===== src/sv/in_order_response_reorder_top_macros.svh =====
// Assertion macros for the in-order response reorder block.
`ifndef IN_ORDER_RESPONSE_REORDER_TOP_MACROS_SVH
`define IN_ORDER_RESPONSE_REORDER_TOP_MACROS_SVH

// Same-cycle implication, sampled on clk, off during reset.
`define IOR_ASSERT_NOW(lbl, ante, cons, msg) \
  lbl: assert property (@(posedge clk) disable iff (!rst_n) (ante) |-> (cons)) \
    else $error(msg);

// Next-cycle implication, sampled on clk, off during reset.
`define IOR_ASSERT_NEXT(lbl, ante, cons, msg) \
  lbl: assert property (@(posedge clk) disable iff (!rst_n) (ante) |=> (cons)) \
    else $error(msg);

`endif


===== src/sv/ior_pkg.sv =====
// Shared types and constants for the in-order response reorder block.
`timescale 1ns / 1ps

package ior_pkg;

  localparam int SEQ_BITS     = 16;
  localparam int HANDLE_BITS  = 32;
  localparam int WINDOW_SLOTS = 16;

  localparam logic KIND_RELEASE = 1'b0;
  localparam logic KIND_REJECT  = 1'b1;

  typedef struct packed {
    logic [SEQ_BITS-1:0]    sequence_number;
    logic [HANDLE_BITS-1:0] payload_handle;
  } in_item_t;

  typedef struct packed {
    logic                   result_kind;
    logic [SEQ_BITS-1:0]    released_sequence;
    logic [HANDLE_BITS-1:0] released_handle;
    logic                   last_of_run;
  } out_item_t;

  // Strobes from the sequencer to the slot store.
  typedef struct packed {
    logic wr_en;   // store handle, mark slot valid
    logic clr_en;  // drop the valid mark of the drained slot
    logic rd_en;   // fetch a held handle
  } slot_cmd_t;

endpackage


===== src/sv/ior_slot_store.sv =====
// Window slot store: valid marks in flops, held handles in a memory.
`timescale 1ns / 1ps

module ior_slot_store
  import ior_pkg::*;
#(
  parameter int WINDOW_SLOTS = ior_pkg::WINDOW_SLOTS
) (
  input  logic                            clk,
  input  logic                            rst_n,
  input  slot_cmd_t                       cmd,
  input  logic [$clog2(WINDOW_SLOTS)-1:0] wr_addr,
  input  logic [$clog2(WINDOW_SLOTS)-1:0] clr_addr,
  input  logic [$clog2(WINDOW_SLOTS)-1:0] rd_addr,
  input  logic [HANDLE_BITS-1:0]          wr_data,
  output logic [HANDLE_BITS-1:0]          rd_data,
  output logic [WINDOW_SLOTS-1:0]         slot_valid
);

  logic [HANDLE_BITS-1:0]  handle_mem [WINDOW_SLOTS];
  logic [HANDLE_BITS-1:0]  rd_data_r;
  logic [WINDOW_SLOTS-1:0] valid_r;
  logic [WINDOW_SLOTS-1:0] valid_nxt;

  always_comb begin
    valid_nxt = valid_r;
    if (cmd.wr_en) begin
      valid_nxt[wr_addr] = 1'b1;
    end
    if (cmd.clr_en) begin
      valid_nxt[clr_addr] = 1'b0;
    end
  end

  always_ff @(posedge clk) begin
    if (!rst_n) begin
      valid_r <= '0;
    end else begin
      valid_r <= valid_nxt;
    end
  end

  always_ff @(posedge clk) begin
    if (cmd.wr_en) begin
      handle_mem[wr_addr] <= wr_data;
    end
    if (cmd.rd_en) begin
      rd_data_r <= handle_mem[rd_addr];
    end
  end

  assign rd_data    = rd_data_r;
  assign slot_valid = valid_r;

endmodule


===== src/sv/in_order_response_reorder_top.sv =====
// Top level of the in-order response reorder buffer.
//
// Responses come in on in_data with a wrapping sequence number; early ones within
// WINDOW_SLOTS of the expected number are held, and the expected one is released
// on out_data together with every held successor, in order, last_of_run on the
// final one. Out-of-window or duplicate responses come back once with
// result_kind set. One item is worked at a time: an early arrival or a reject is
// accepted and then evaluated, and an expected arrival with held successors is
// also drained, the drain loop reading one held handle per cycle while out_free
// lets results out, through the single read port of the handle memory. Cycles in
// which out_ready holds a result back lengthen each of these. Valid marks reset at once.
`timescale 1ns / 1ps

module in_order_response_reorder_top
  import ior_pkg::*;
#(
  parameter int WINDOW_SLOTS = ior_pkg::WINDOW_SLOTS
) (
  input  logic      clk,
  input  logic      rst_n,
  input  logic      in_valid,
  output logic      in_ready,
  input  in_item_t  in_data,
  output logic      out_valid,
  input  logic      out_ready,
  output out_item_t out_data
);

`include "in_order_response_reorder_top_macros.svh"

  localparam int IDXW = $clog2(WINDOW_SLOTS);
  localparam logic [IDXW:0]         SLOTS_W = (IDXW+1)'(WINDOW_SLOTS);
  localparam logic [SEQ_BITS-1:0]   SLOTS_S = SEQ_BITS'(WINDOW_SLOTS);

  localparam logic [1:0] ST_IDLE  = 2'd0;
  localparam logic [1:0] ST_EVAL  = 2'd1;
  localparam logic [1:0] ST_DRAIN = 2'd2;

  logic [1:0]          state_r, state_nxt;
  logic [SEQ_BITS-1:0] exp_r, exp_nxt;
  logic [IDXW-1:0]     head_r, head_nxt;
  in_item_t            in_r;
  logic                out_valid_r, out_valid_nxt;
  out_item_t           out_data_r, res;
  logic                load;
  logic                out_free;

  logic [SEQ_BITS-1:0] delta;
  logic                in_window;
  logic [IDXW:0]       slot_sum, head_sum;
  logic [IDXW-1:0]     slot_idx, head_inc;

  slot_cmd_t               cmd;
  logic [HANDLE_BITS-1:0]  rd_data;
  logic [WINDOW_SLOTS-1:0] slot_valid;

  ior_slot_store #(
    .WINDOW_SLOTS(WINDOW_SLOTS)
  ) u_store (
    .clk       (clk),
    .rst_n     (rst_n),
    .cmd       (cmd),
    .wr_addr   (slot_idx),
    .clr_addr  (head_r),
    .rd_addr   (head_inc),
    .wr_data   (in_r.payload_handle),
    .rd_data   (rd_data),
    .slot_valid(slot_valid)
  );

  assign out_free = !out_valid_r || out_ready;
  assign in_ready = (state_r == ST_IDLE);

  // Offset from the expected number (mod 2^SEQ_BITS) and slot position (mod window size).
  assign delta     = in_r.sequence_number - exp_r;
  assign in_window = (delta < SLOTS_S);
  assign slot_sum  = {1'b0, head_r} + {1'b0, delta[IDXW-1:0]};
  assign slot_idx  = (slot_sum >= SLOTS_W) ? IDXW'(slot_sum - SLOTS_W) : slot_sum[IDXW-1:0];
  assign head_sum  = {1'b0, head_r} + {{IDXW{1'b0}}, 1'b1};
  assign head_inc  = (head_sum >= SLOTS_W) ? IDXW'(head_sum - SLOTS_W) : head_sum[IDXW-1:0];

  always_comb begin
    state_nxt = state_r;
    exp_nxt   = exp_r;
    head_nxt  = head_r;
    load      = 1'b0;
    cmd       = '0;
    res       = '0;
    unique case (state_r)
      ST_IDLE: begin
        if (in_valid) begin
          state_nxt = ST_EVAL;
        end
      end
      ST_EVAL: begin
        if (out_free) begin
          state_nxt = ST_IDLE;
          if (!in_window || (delta != '0 && slot_valid[slot_idx])) begin
            load = 1'b1;
            res  = '{result_kind: KIND_REJECT,
                     released_sequence: in_r.sequence_number,
                     released_handle: in_r.payload_handle,
                     last_of_run: 1'b1};
          end else if (delta != '0) begin
            cmd.wr_en = 1'b1;
          end else begin
            load     = 1'b1;
            res      = '{result_kind: KIND_RELEASE,
                         released_sequence: in_r.sequence_number,
                         released_handle: in_r.payload_handle,
                         last_of_run: !slot_valid[head_inc]};
            exp_nxt  = exp_r + 1'b1;
            head_nxt = head_inc;
            if (slot_valid[head_inc]) begin
              cmd.rd_en = 1'b1;
              state_nxt = ST_DRAIN;
            end
          end
        end
      end
      ST_DRAIN: begin
        if (out_free) begin
          load       = 1'b1;
          res        = '{result_kind: KIND_RELEASE,
                         released_sequence: exp_r,
                         released_handle: rd_data,
                         last_of_run: !slot_valid[head_inc]};
          cmd.clr_en = 1'b1;
          exp_nxt    = exp_r + 1'b1;
          head_nxt   = head_inc;
          if (slot_valid[head_inc]) begin
            cmd.rd_en = 1'b1;
          end else begin
            state_nxt = ST_IDLE;
          end
        end
      end
      default: begin
        state_nxt = ST_IDLE;
      end
    endcase
  end

  always_comb begin
    out_valid_nxt = out_valid_r;
    if (load) begin
      out_valid_nxt = 1'b1;
    end else if (out_ready) begin
      out_valid_nxt = 1'b0;
    end
  end

  always_ff @(posedge clk) begin
    if (!rst_n) begin
      state_r     <= ST_IDLE;
      exp_r       <= '0;
      head_r      <= '0;
      out_valid_r <= 1'b0;
    end else begin
      state_r     <= state_nxt;
      exp_r       <= exp_nxt;
      head_r      <= head_nxt;
      out_valid_r <= out_valid_nxt;
    end
  end

  always_ff @(posedge clk) begin
    if (in_valid && in_ready) begin
      in_r <= in_data;
    end
    if (load) begin
      out_data_r <= res;
    end
  end

  assign out_valid = out_valid_r;
  assign out_data  = out_data_r;

  `IOR_ASSERT_NOW(a_drain_head_held, (state_r == ST_DRAIN), slot_valid[head_r],
    "drain entered on an empty slot")
  `IOR_ASSERT_NOW(a_idle_head_empty, (state_r == ST_IDLE), !slot_valid[head_r],
    "held response left at the head slot")
  `IOR_ASSERT_NEXT(a_drain_seq, (state_r == ST_DRAIN && out_free),
    (out_valid_r && out_data_r.result_kind == KIND_RELEASE &&
     out_data_r.released_sequence == $past(exp_r)),
    "drained result out of sequence")

endmodule


===== config.mk =====
export PLATFORM = sky130hd
export DESIGN_NAME = in_order_response_reorder_top
export DESIGN_NICKNAME = d
export VERILOG_FILES = /design/src/sv/ior_pkg.sv /design/src/sv/ior_slot_store.sv /design/src/sv/in_order_response_reorder_top.sv
export VERILOG_INCLUDE_DIRS = /design/src /design/src/sv
export SDC_FILE = /design/constraint.sdc
export NUM_CORES = 1
export LEC_CHECK = 0
export ABC_AREA = 1
export BUFFER_PORTS_ARGS = -buffer_cell sky130_fd_sc_hd__buf_2
export CAP_MARGIN = 40
export CORE_UTILIZATION = 25
export DETAILED_ROUTE_END_ITERATION = 8
export PLACE_DENSITY_LB_ADDON = 0.05
export SKIP_LAST_GASP = 1
export SYNTH_ARGS = -nofsm -noshare
export SYNTH_HDL_FRONTEND = slang
export SYNTH_SLANG_ARGS = --single-unit

===== constraint.sdc =====
create_clock -name clk -period 8.6 [get_ports clk]
set_clock_uncertainty 0.05 [all_clocks]
set_input_delay 2.58 -clock clk [delete_from_list [all_inputs] [get_ports clk]]
set_output_delay 2.58 -clock clk [all_outputs]
set_load 0.01 [all_outputs]

# Yosys cells after proc, flatten, opt, wreduce, memory -nomap -nowiden
# Memories as Yosys holds them, arrays and structs flattened. A register that Yosys moved wholly into a read port is not among the register bits.
# Cells that the tools add are included.
# op_classes
multipliers	0
reduce_logical	15
order_cmp	8
div_mod_pow	0
mux	55
addsub	6
bitwise_logic	3
shift	0
eq_ne	8
# ops
op	count
$mux W50	2
$pmux W50 S2	1
$mux W49	2
$mux W16	6
$pmux W16 S2	1
$mux W4	6
$mux W1	21
$add A16 B1 Y16 const B	1
$and A16 B16 Y16	1
$lt A16 B5 Y1 const B	1
$mux W2	8
$not A16 Y16	1
$or A16 B16 Y16	1
$reduce_bool A16 Y1	1
$sub A16 B16 Y16	1
$lt A4 B5 Y1 const B	3
$ne A2 B2 Y1 const B	6
$ge A5 B5 Y1 const B	2
$bmux W1 S4	2
$demux W1 S4	2
$ge A4 B1 Y1 const B	2
$pmux W4 S2	1
$sub A4 B1 Y4 const B	2
$pmux W2 S3	1
12 further kinds	20
# totals
elab_cells	107
inputBits	52
register_bits	137
n_memories	1
ramBits	512
out_inout_bits	52
latch_bits	0
rom_bits	0
# memory_table
memory	depth	word_bits	read_ports	rd_ports_with_merged_regs	write_ports	line_no	text
u_store.handle_mem	16	32	1	1	1	ior_slot_store.sv:20	logic [HANDLE_BITS-1:0] handle_mem [WINDOW_SLOTS];

# Longest topological paths before layout
# logic_depth
ltp_word	14
mapped_depth	22
depth_no_buf	21

# Cells and area by module
# A second synthesis with hierarchy kept.
# hier_totals
cells_unflattened	3004
area_unflattened_um2	30317.8
# by_module_without_submodules
module	seq_area_each_um2	cells_per_inst	area_each_um2	n_inst
ior_slot_store	16656.0	2208	23667.7	1
in_order_response_reorder_top	3403.3	796	6650.1	1

# Worst setup path after synthesis
# Ideal clock, no wire load.
# synth_path
path_type	input to register
start	input port out_ready
end	register u_store.rd_data_r[0] (netlist: u_store.rd_data[0]), read port of u_store.handle_mem (enable)
stages	2
n_path_buf	0
setup_ns	0.470
required_ns	8.080
arrival_time_ns	5.036
path_slack_ns	3.044
cell_sequence	nor2_1 a211oi_1
# synth_rtl
item	line_no	text
from (decl)	in_order_response_reorder_top.sv:25	input logic out_ready,
to (decl)	ior_slot_store.sv:21	logic [HANDLE_BITS-1:0] rd_data_r;

# Worst setup path in the final report
# layout_path
start	register head_r[0]
end	memory u_store.handle_mem[3][27] (enable)
# layout_via
elab_chain_cells	12
word_cells_on_any_way	13
classes_between	add/sub (2); order compare (1); mux (8); reduce/logical (2)
# layout_rtl
item	line_no	text
from (decl)	in_order_response_reorder_top.sv:41	logic [IDXW-1:0] head_r, head_nxt;
from (signal assigned)	in_order_response_reorder_top.sv:162	head_r <= head_nxt;
$add A4 B4 Y5 (*)	in_order_response_reorder_top.sv:77	assign slot_sum = {1'b0, head_r} + {1'b0, delta[IDXW-1:0]};
$sub A4 B1 Y4 or $ge A5 B5 Y1 (tied branches)	in_order_response_reorder_top.sv:78	assign slot_idx = (slot_sum >= SLOTS_W) ? IDXW'(slot_sum - SLOTS_W) : slot_sum[IDXW-1:0];
$mux W4 (*)	in_order_response_reorder_top.sv:78	
$bmux W1 S4	in_order_response_reorder_top.sv:98	if (!in_window || (delta != '0 && slot_valid[slot_idx])) begin
$mux W1 (not written as such)	in_order_response_reorder_top.sv:98	
$logic_and A1 B1 Y1	in_order_response_reorder_top.sv:98	
$logic_or A1 B1 Y1	in_order_response_reorder_top.sv:98	
$mux W1	in_order_response_reorder_top.sv:98	
$mux W1	in_order_response_reorder_top.sv:96	if (out_free) begin
$mux W1	in_order_response_reorder_top.sv:89	unique case (state_r)
$mux W1	ior_slot_store.sv:44	if (cmd.wr_en) begin
$mux W1 (not written as such)	ior_slot_store.sv:45	handle_mem[wr_addr] <= wr_data;
to (decl)	ior_slot_store.sv:20	
# Every way passes the cells marked *; elsewhere a longest branch is shown, timed or not. The select of a mux whose other input is x is not followed.

==> results by group <==
Status
  • Status: completed

Clocking
  • H-Tree Depth: 3
  • Worst-skew pair later-pin latency: 0.65 ns
  • CTS sink count: 681
  • CTS buffer count: 84
  • Clock buffer depth: 3
  • Cts repair resizes: 0
  • CTS tree: yes
  • Root Buffer Master: clkbuf_16
  • Post-CTS Hold Buffers: 0
  • Reg clk slew, reported paths: 0.06 ns
  • Setup Buffers After CTS: 0

Power
  • Worst VDD drop: 175 uV
  • Clock Power Share: 32.4%
  • NetSw: 4.06 mW
  • Power density cells: 332 nW/um2
  • LEAKAGE: 10.9 nW
  • Combinational Power Share: 30.1%
  • Reg power frac: 37.5%
  • Switching share of power: 36.8%
  • Internal power: 6.96 mW

Critical path
  • Worst path bufs/invs: 2
  • Critical Setup Path Class: register to register
  • Crit path DAT: 5.36 ns
  • FF-to-FF path depth: 15
  • Cell with the most instances on the worst path: nand3_1
  • Critical path peak fanout: 72
  • Startpoint Class: register
  • Critical Path RT: 8.82 ns
  • Worst Setup End Kind: register
  • Cell chain of the critical path: ha_1 -> inv_1 -> fa_1 -> nor2_2 -> nand2_1 -> nand3_1 -> a21oi_1 -> o21ai_1 -> nand3_1 -> nand2_1 -> o211ai_1 -> nor2_1 -> nand3_1 -> nor2_4 -> buf_4
  • Cell depth of the worst setup path: 15
  • CP top delay family: simple AND/OR/NAND/NOR gates
  • CP max-delay cell: dfxtp_4
  • CP peak stage delay: 0.85 ns

STA
  • Max Clock Freq: 195 MHz
  • Final setup fails: 0
  • Worst Tran Pin Value: 1.01 ns
  • Setup_tns: 0 ns
  • Final hold violations: 0
  • Final min period: 5.14 ns
  • RSZ-0062 raised after global routing: no
  • Period utilization: 59.7%
  • Slew Limit Fails: 0
  • Rel. slew slack: 32.7%

Logic synthesis
  • Mapped Cells: 2262
  • Top-area cell type share of the netlist area: 68.9%
  • Main synth FF type: edfxtp_1
  • Cell taking the most area after synthesis: edfxtp_1
  • Syn_area_per_cell: 12.4 um2
  • Ys async rst share: 0%
  • Synth warn: 0
  • Synth area leaders: edfxtp_1, o21ai_0, nor2_1, nand2_1, o221ai_1
  • Distinct cells, synth: 41
  • Syn Nets: 2342
  • Number of flops mapped to enable cells by yosys: 642
  • Register area share after synthesis: 71.7%
  • Synthesized area: 28000 um2
  • Number of synthesized register bits: 681

Place
  • Port buffer count: 103
  • Detailed placer's ending HPWL: 49.7 mm
  • GPL Wtd Cong: 0.801
  • Post-Place Cell Area: 30400 um2

Routing
  • DRT Wirelength: 87.5 mm
  • Routed Antenna Nets: 0
  • DR WL/cell: 22.3 um
  • 1st-iter DRT viols: 1070
  • DRC viols: 0
  • Drt pass-1 iters: 7
  • DR vias/cell: 4.60
  • Via count: 18000

Floorplan
  • Initial Util: 25.2%
  • IO Pins: 104
  • Core Area: 111000 um2
  • Die X: 337 um
  • Die area: 113000 um2
  • Rows: 122
  • Die height: 337 um

Global routing
  • GRT Total Usage: 15.5%
  • Initial antenna violation count: 1
  • Largest net degree at the start of global routing: 199
  • Total gr overflow: 0
  • Via count of the first global-routing pass: 18400
  • First-pass GRT wire length: 128 mm

Layout
  • Post-route cell area: 33200 um2
  • Fillcell total: 11400
  • Layout Nets: 2440
  • Final core utilization: 30.0%
  • Share of cells above drive strength 1: 14.4%
  • Area Overhead vs Synth: 18.6%
  • ANT cells: 0

Hold path
  • Worst hold path type: register to register
  • Hold Path Cell Cnt: 2

Job
  • MaxCap Viol Count: 0
power by group through the flow:
| stage | clock network, mW | registers, mW | logic, mW |
|---|---|---|---|
| 2_1_floorplan | 0 | 4.10 | 2.08 |
| 3_3_place_gp | 0 | 4.22 | 3.35 |
| 3_5_place_dp | 0 | 4.21 | 3.41 |
| 4_1_cts | 3.70 | 4.15 | 3.42 |
| 5_1_grt | 3.82 | 4.16 | 3.73 |
| 6_report | 3.57 | 4.13 | 3.32 |
worst register-to-register path: cells and delay by family, from the launching register on:
kind / cells / cell delay [ns]
AOI/OAI and AO/OA: 3 / 0.32
adders and majority gates: 2 / 0.84
buffers and inverters: 2 / 0.58
DFF: 1 / 0.85
and+or+nand+nor: 8 / 2.08
flip-flops by register name, indices dropped and copies added (netlist names):
signal and flops:
state_r 2, out_valid 1, out_data 50, u_store.handle_mem 512, head_r 4, u_store.rd_data 32
exp_r 16, u_store.slot_valid 16, in_r 48
through the flow:
step	hold slack (ns)	total power [mW]	instances	setup slack, ns
2_1_floorplan	0.390	6.18	2262	3.04
3_3_place_gp	0.450	7.56	3751	3.40
3_5_place_dp	0.453	7.63	3762	3.35
4_1_cts	0.461	11.3	3916	3.40
5_1_grt	0.467	11.7	3916	3.08
6_report	0.458	11.0	3916	3.46
placed cells by master (no fill, tap or decap), drive strengths merged, types with 3 or more instances in the layout:
cell type / count
edfxtp: 642
nor2: 308
o21ai: 298
nand2: 276
buf: 143
inv: 130
a21oi: 101
clkbuf: 100
nand3: 99
o221ai: 94
clkinv: 42
dfxtp: 39
o211ai: 36
o22ai: 36
ha: 26
xor2: 16
bufinv: 10
nor3: 10
nand4: 5
and2: 3
xnor2: 3
layer usage:
layer  vias to the layer above  track usage [%]  routed length (um)
li1                       8454                -                   -
met1                      9109             21.3               41800
met2                       335             25.3               40500
met3                       112             2.35                3010
met4                         0             4.34                2210
met5                         -                0                   0
cells in the mapped netlist (2+ instances only):
cell / instances
nand2_2: 17
fa_1: 2
o21ai_0: 296
nor4_1: 2
nand3_2: 2
and2_1: 3
nor2_2: 4
o211ai_1: 36
inv_1: 126
nand2_1: 259
xor2_1: 15
clkbuf_1: 116
buf_2: 4
edfxtp_1: 642
nor2_1: 302
nor3_1: 6
dfxtp_1: 39
o22ai_1: 36
nor2_4: 2
inv_2: 3
a21oi_2: 20
xnor2_1: 3
nand4_1: 4
ha_1: 26
buf_6: 5
nor3_2: 4
o21ai_1: 2
buf_1: 4
a21oi_1: 81
o221ai_1: 94
nand3_1: 97
final cells by class:
class / instances / area [um2] / area share [%]
Clock inverter: 54 / 553 / 1.67
Timing Repair Buffer: 143 / 1000 / 3.02
Multi-Input combinational cell: 1320 / 7020 / 21.2
Inverter: 130 / 497 / 1.50
Clock buffer: 100 / 2190 / 6.61
Tap cell: 1488 / 1860 / 5.61
Sequential cell: 681 / 20100 / 60.4
cell families (layout without fill, tap and decap cells):
logic type | count (synthesis) | count (layout) | synth area share, %
AO/OA/AOI/OAI | 566 | 566 | 12.1
XOR/XNOR | 19 | 19 | 0.622
adder cells (fa/ha/maj) | 28 | 28 | 1.31
buffers and inverters | 261 | 427 | 3.71
flip-flops | 681 | 681 | 71.7
AND/OR/NAND/NOR | 707 | 707 | 10.5
path summary, 6_finish.rpt:
| path | start | endpoint | slack, ns |
|---|---|---|---|
| worst max register to register | head_r[0]$_SDFFE_PN0P_ | u_store.handle_mem[3][27]$_DFFE_PP_ | 3.46 |
| worst min-delay path | exp_r[12]$_SDFFE_PN0P_ | exp_r[12]$_SDFFE_PN0P_ | 0.46 |
| worst max-delay path | head_r[0]$_SDFFE_PN0P_ | u_store.handle_mem[3][27]$_DFFE_PP_ | 3.46 |
| worst min register to register | exp_r[12]$_SDFFE_PN0P_ | exp_r[12]$_SDFFE_PN0P_ | 0.46 |
Power figures use the tool's default switching activity.
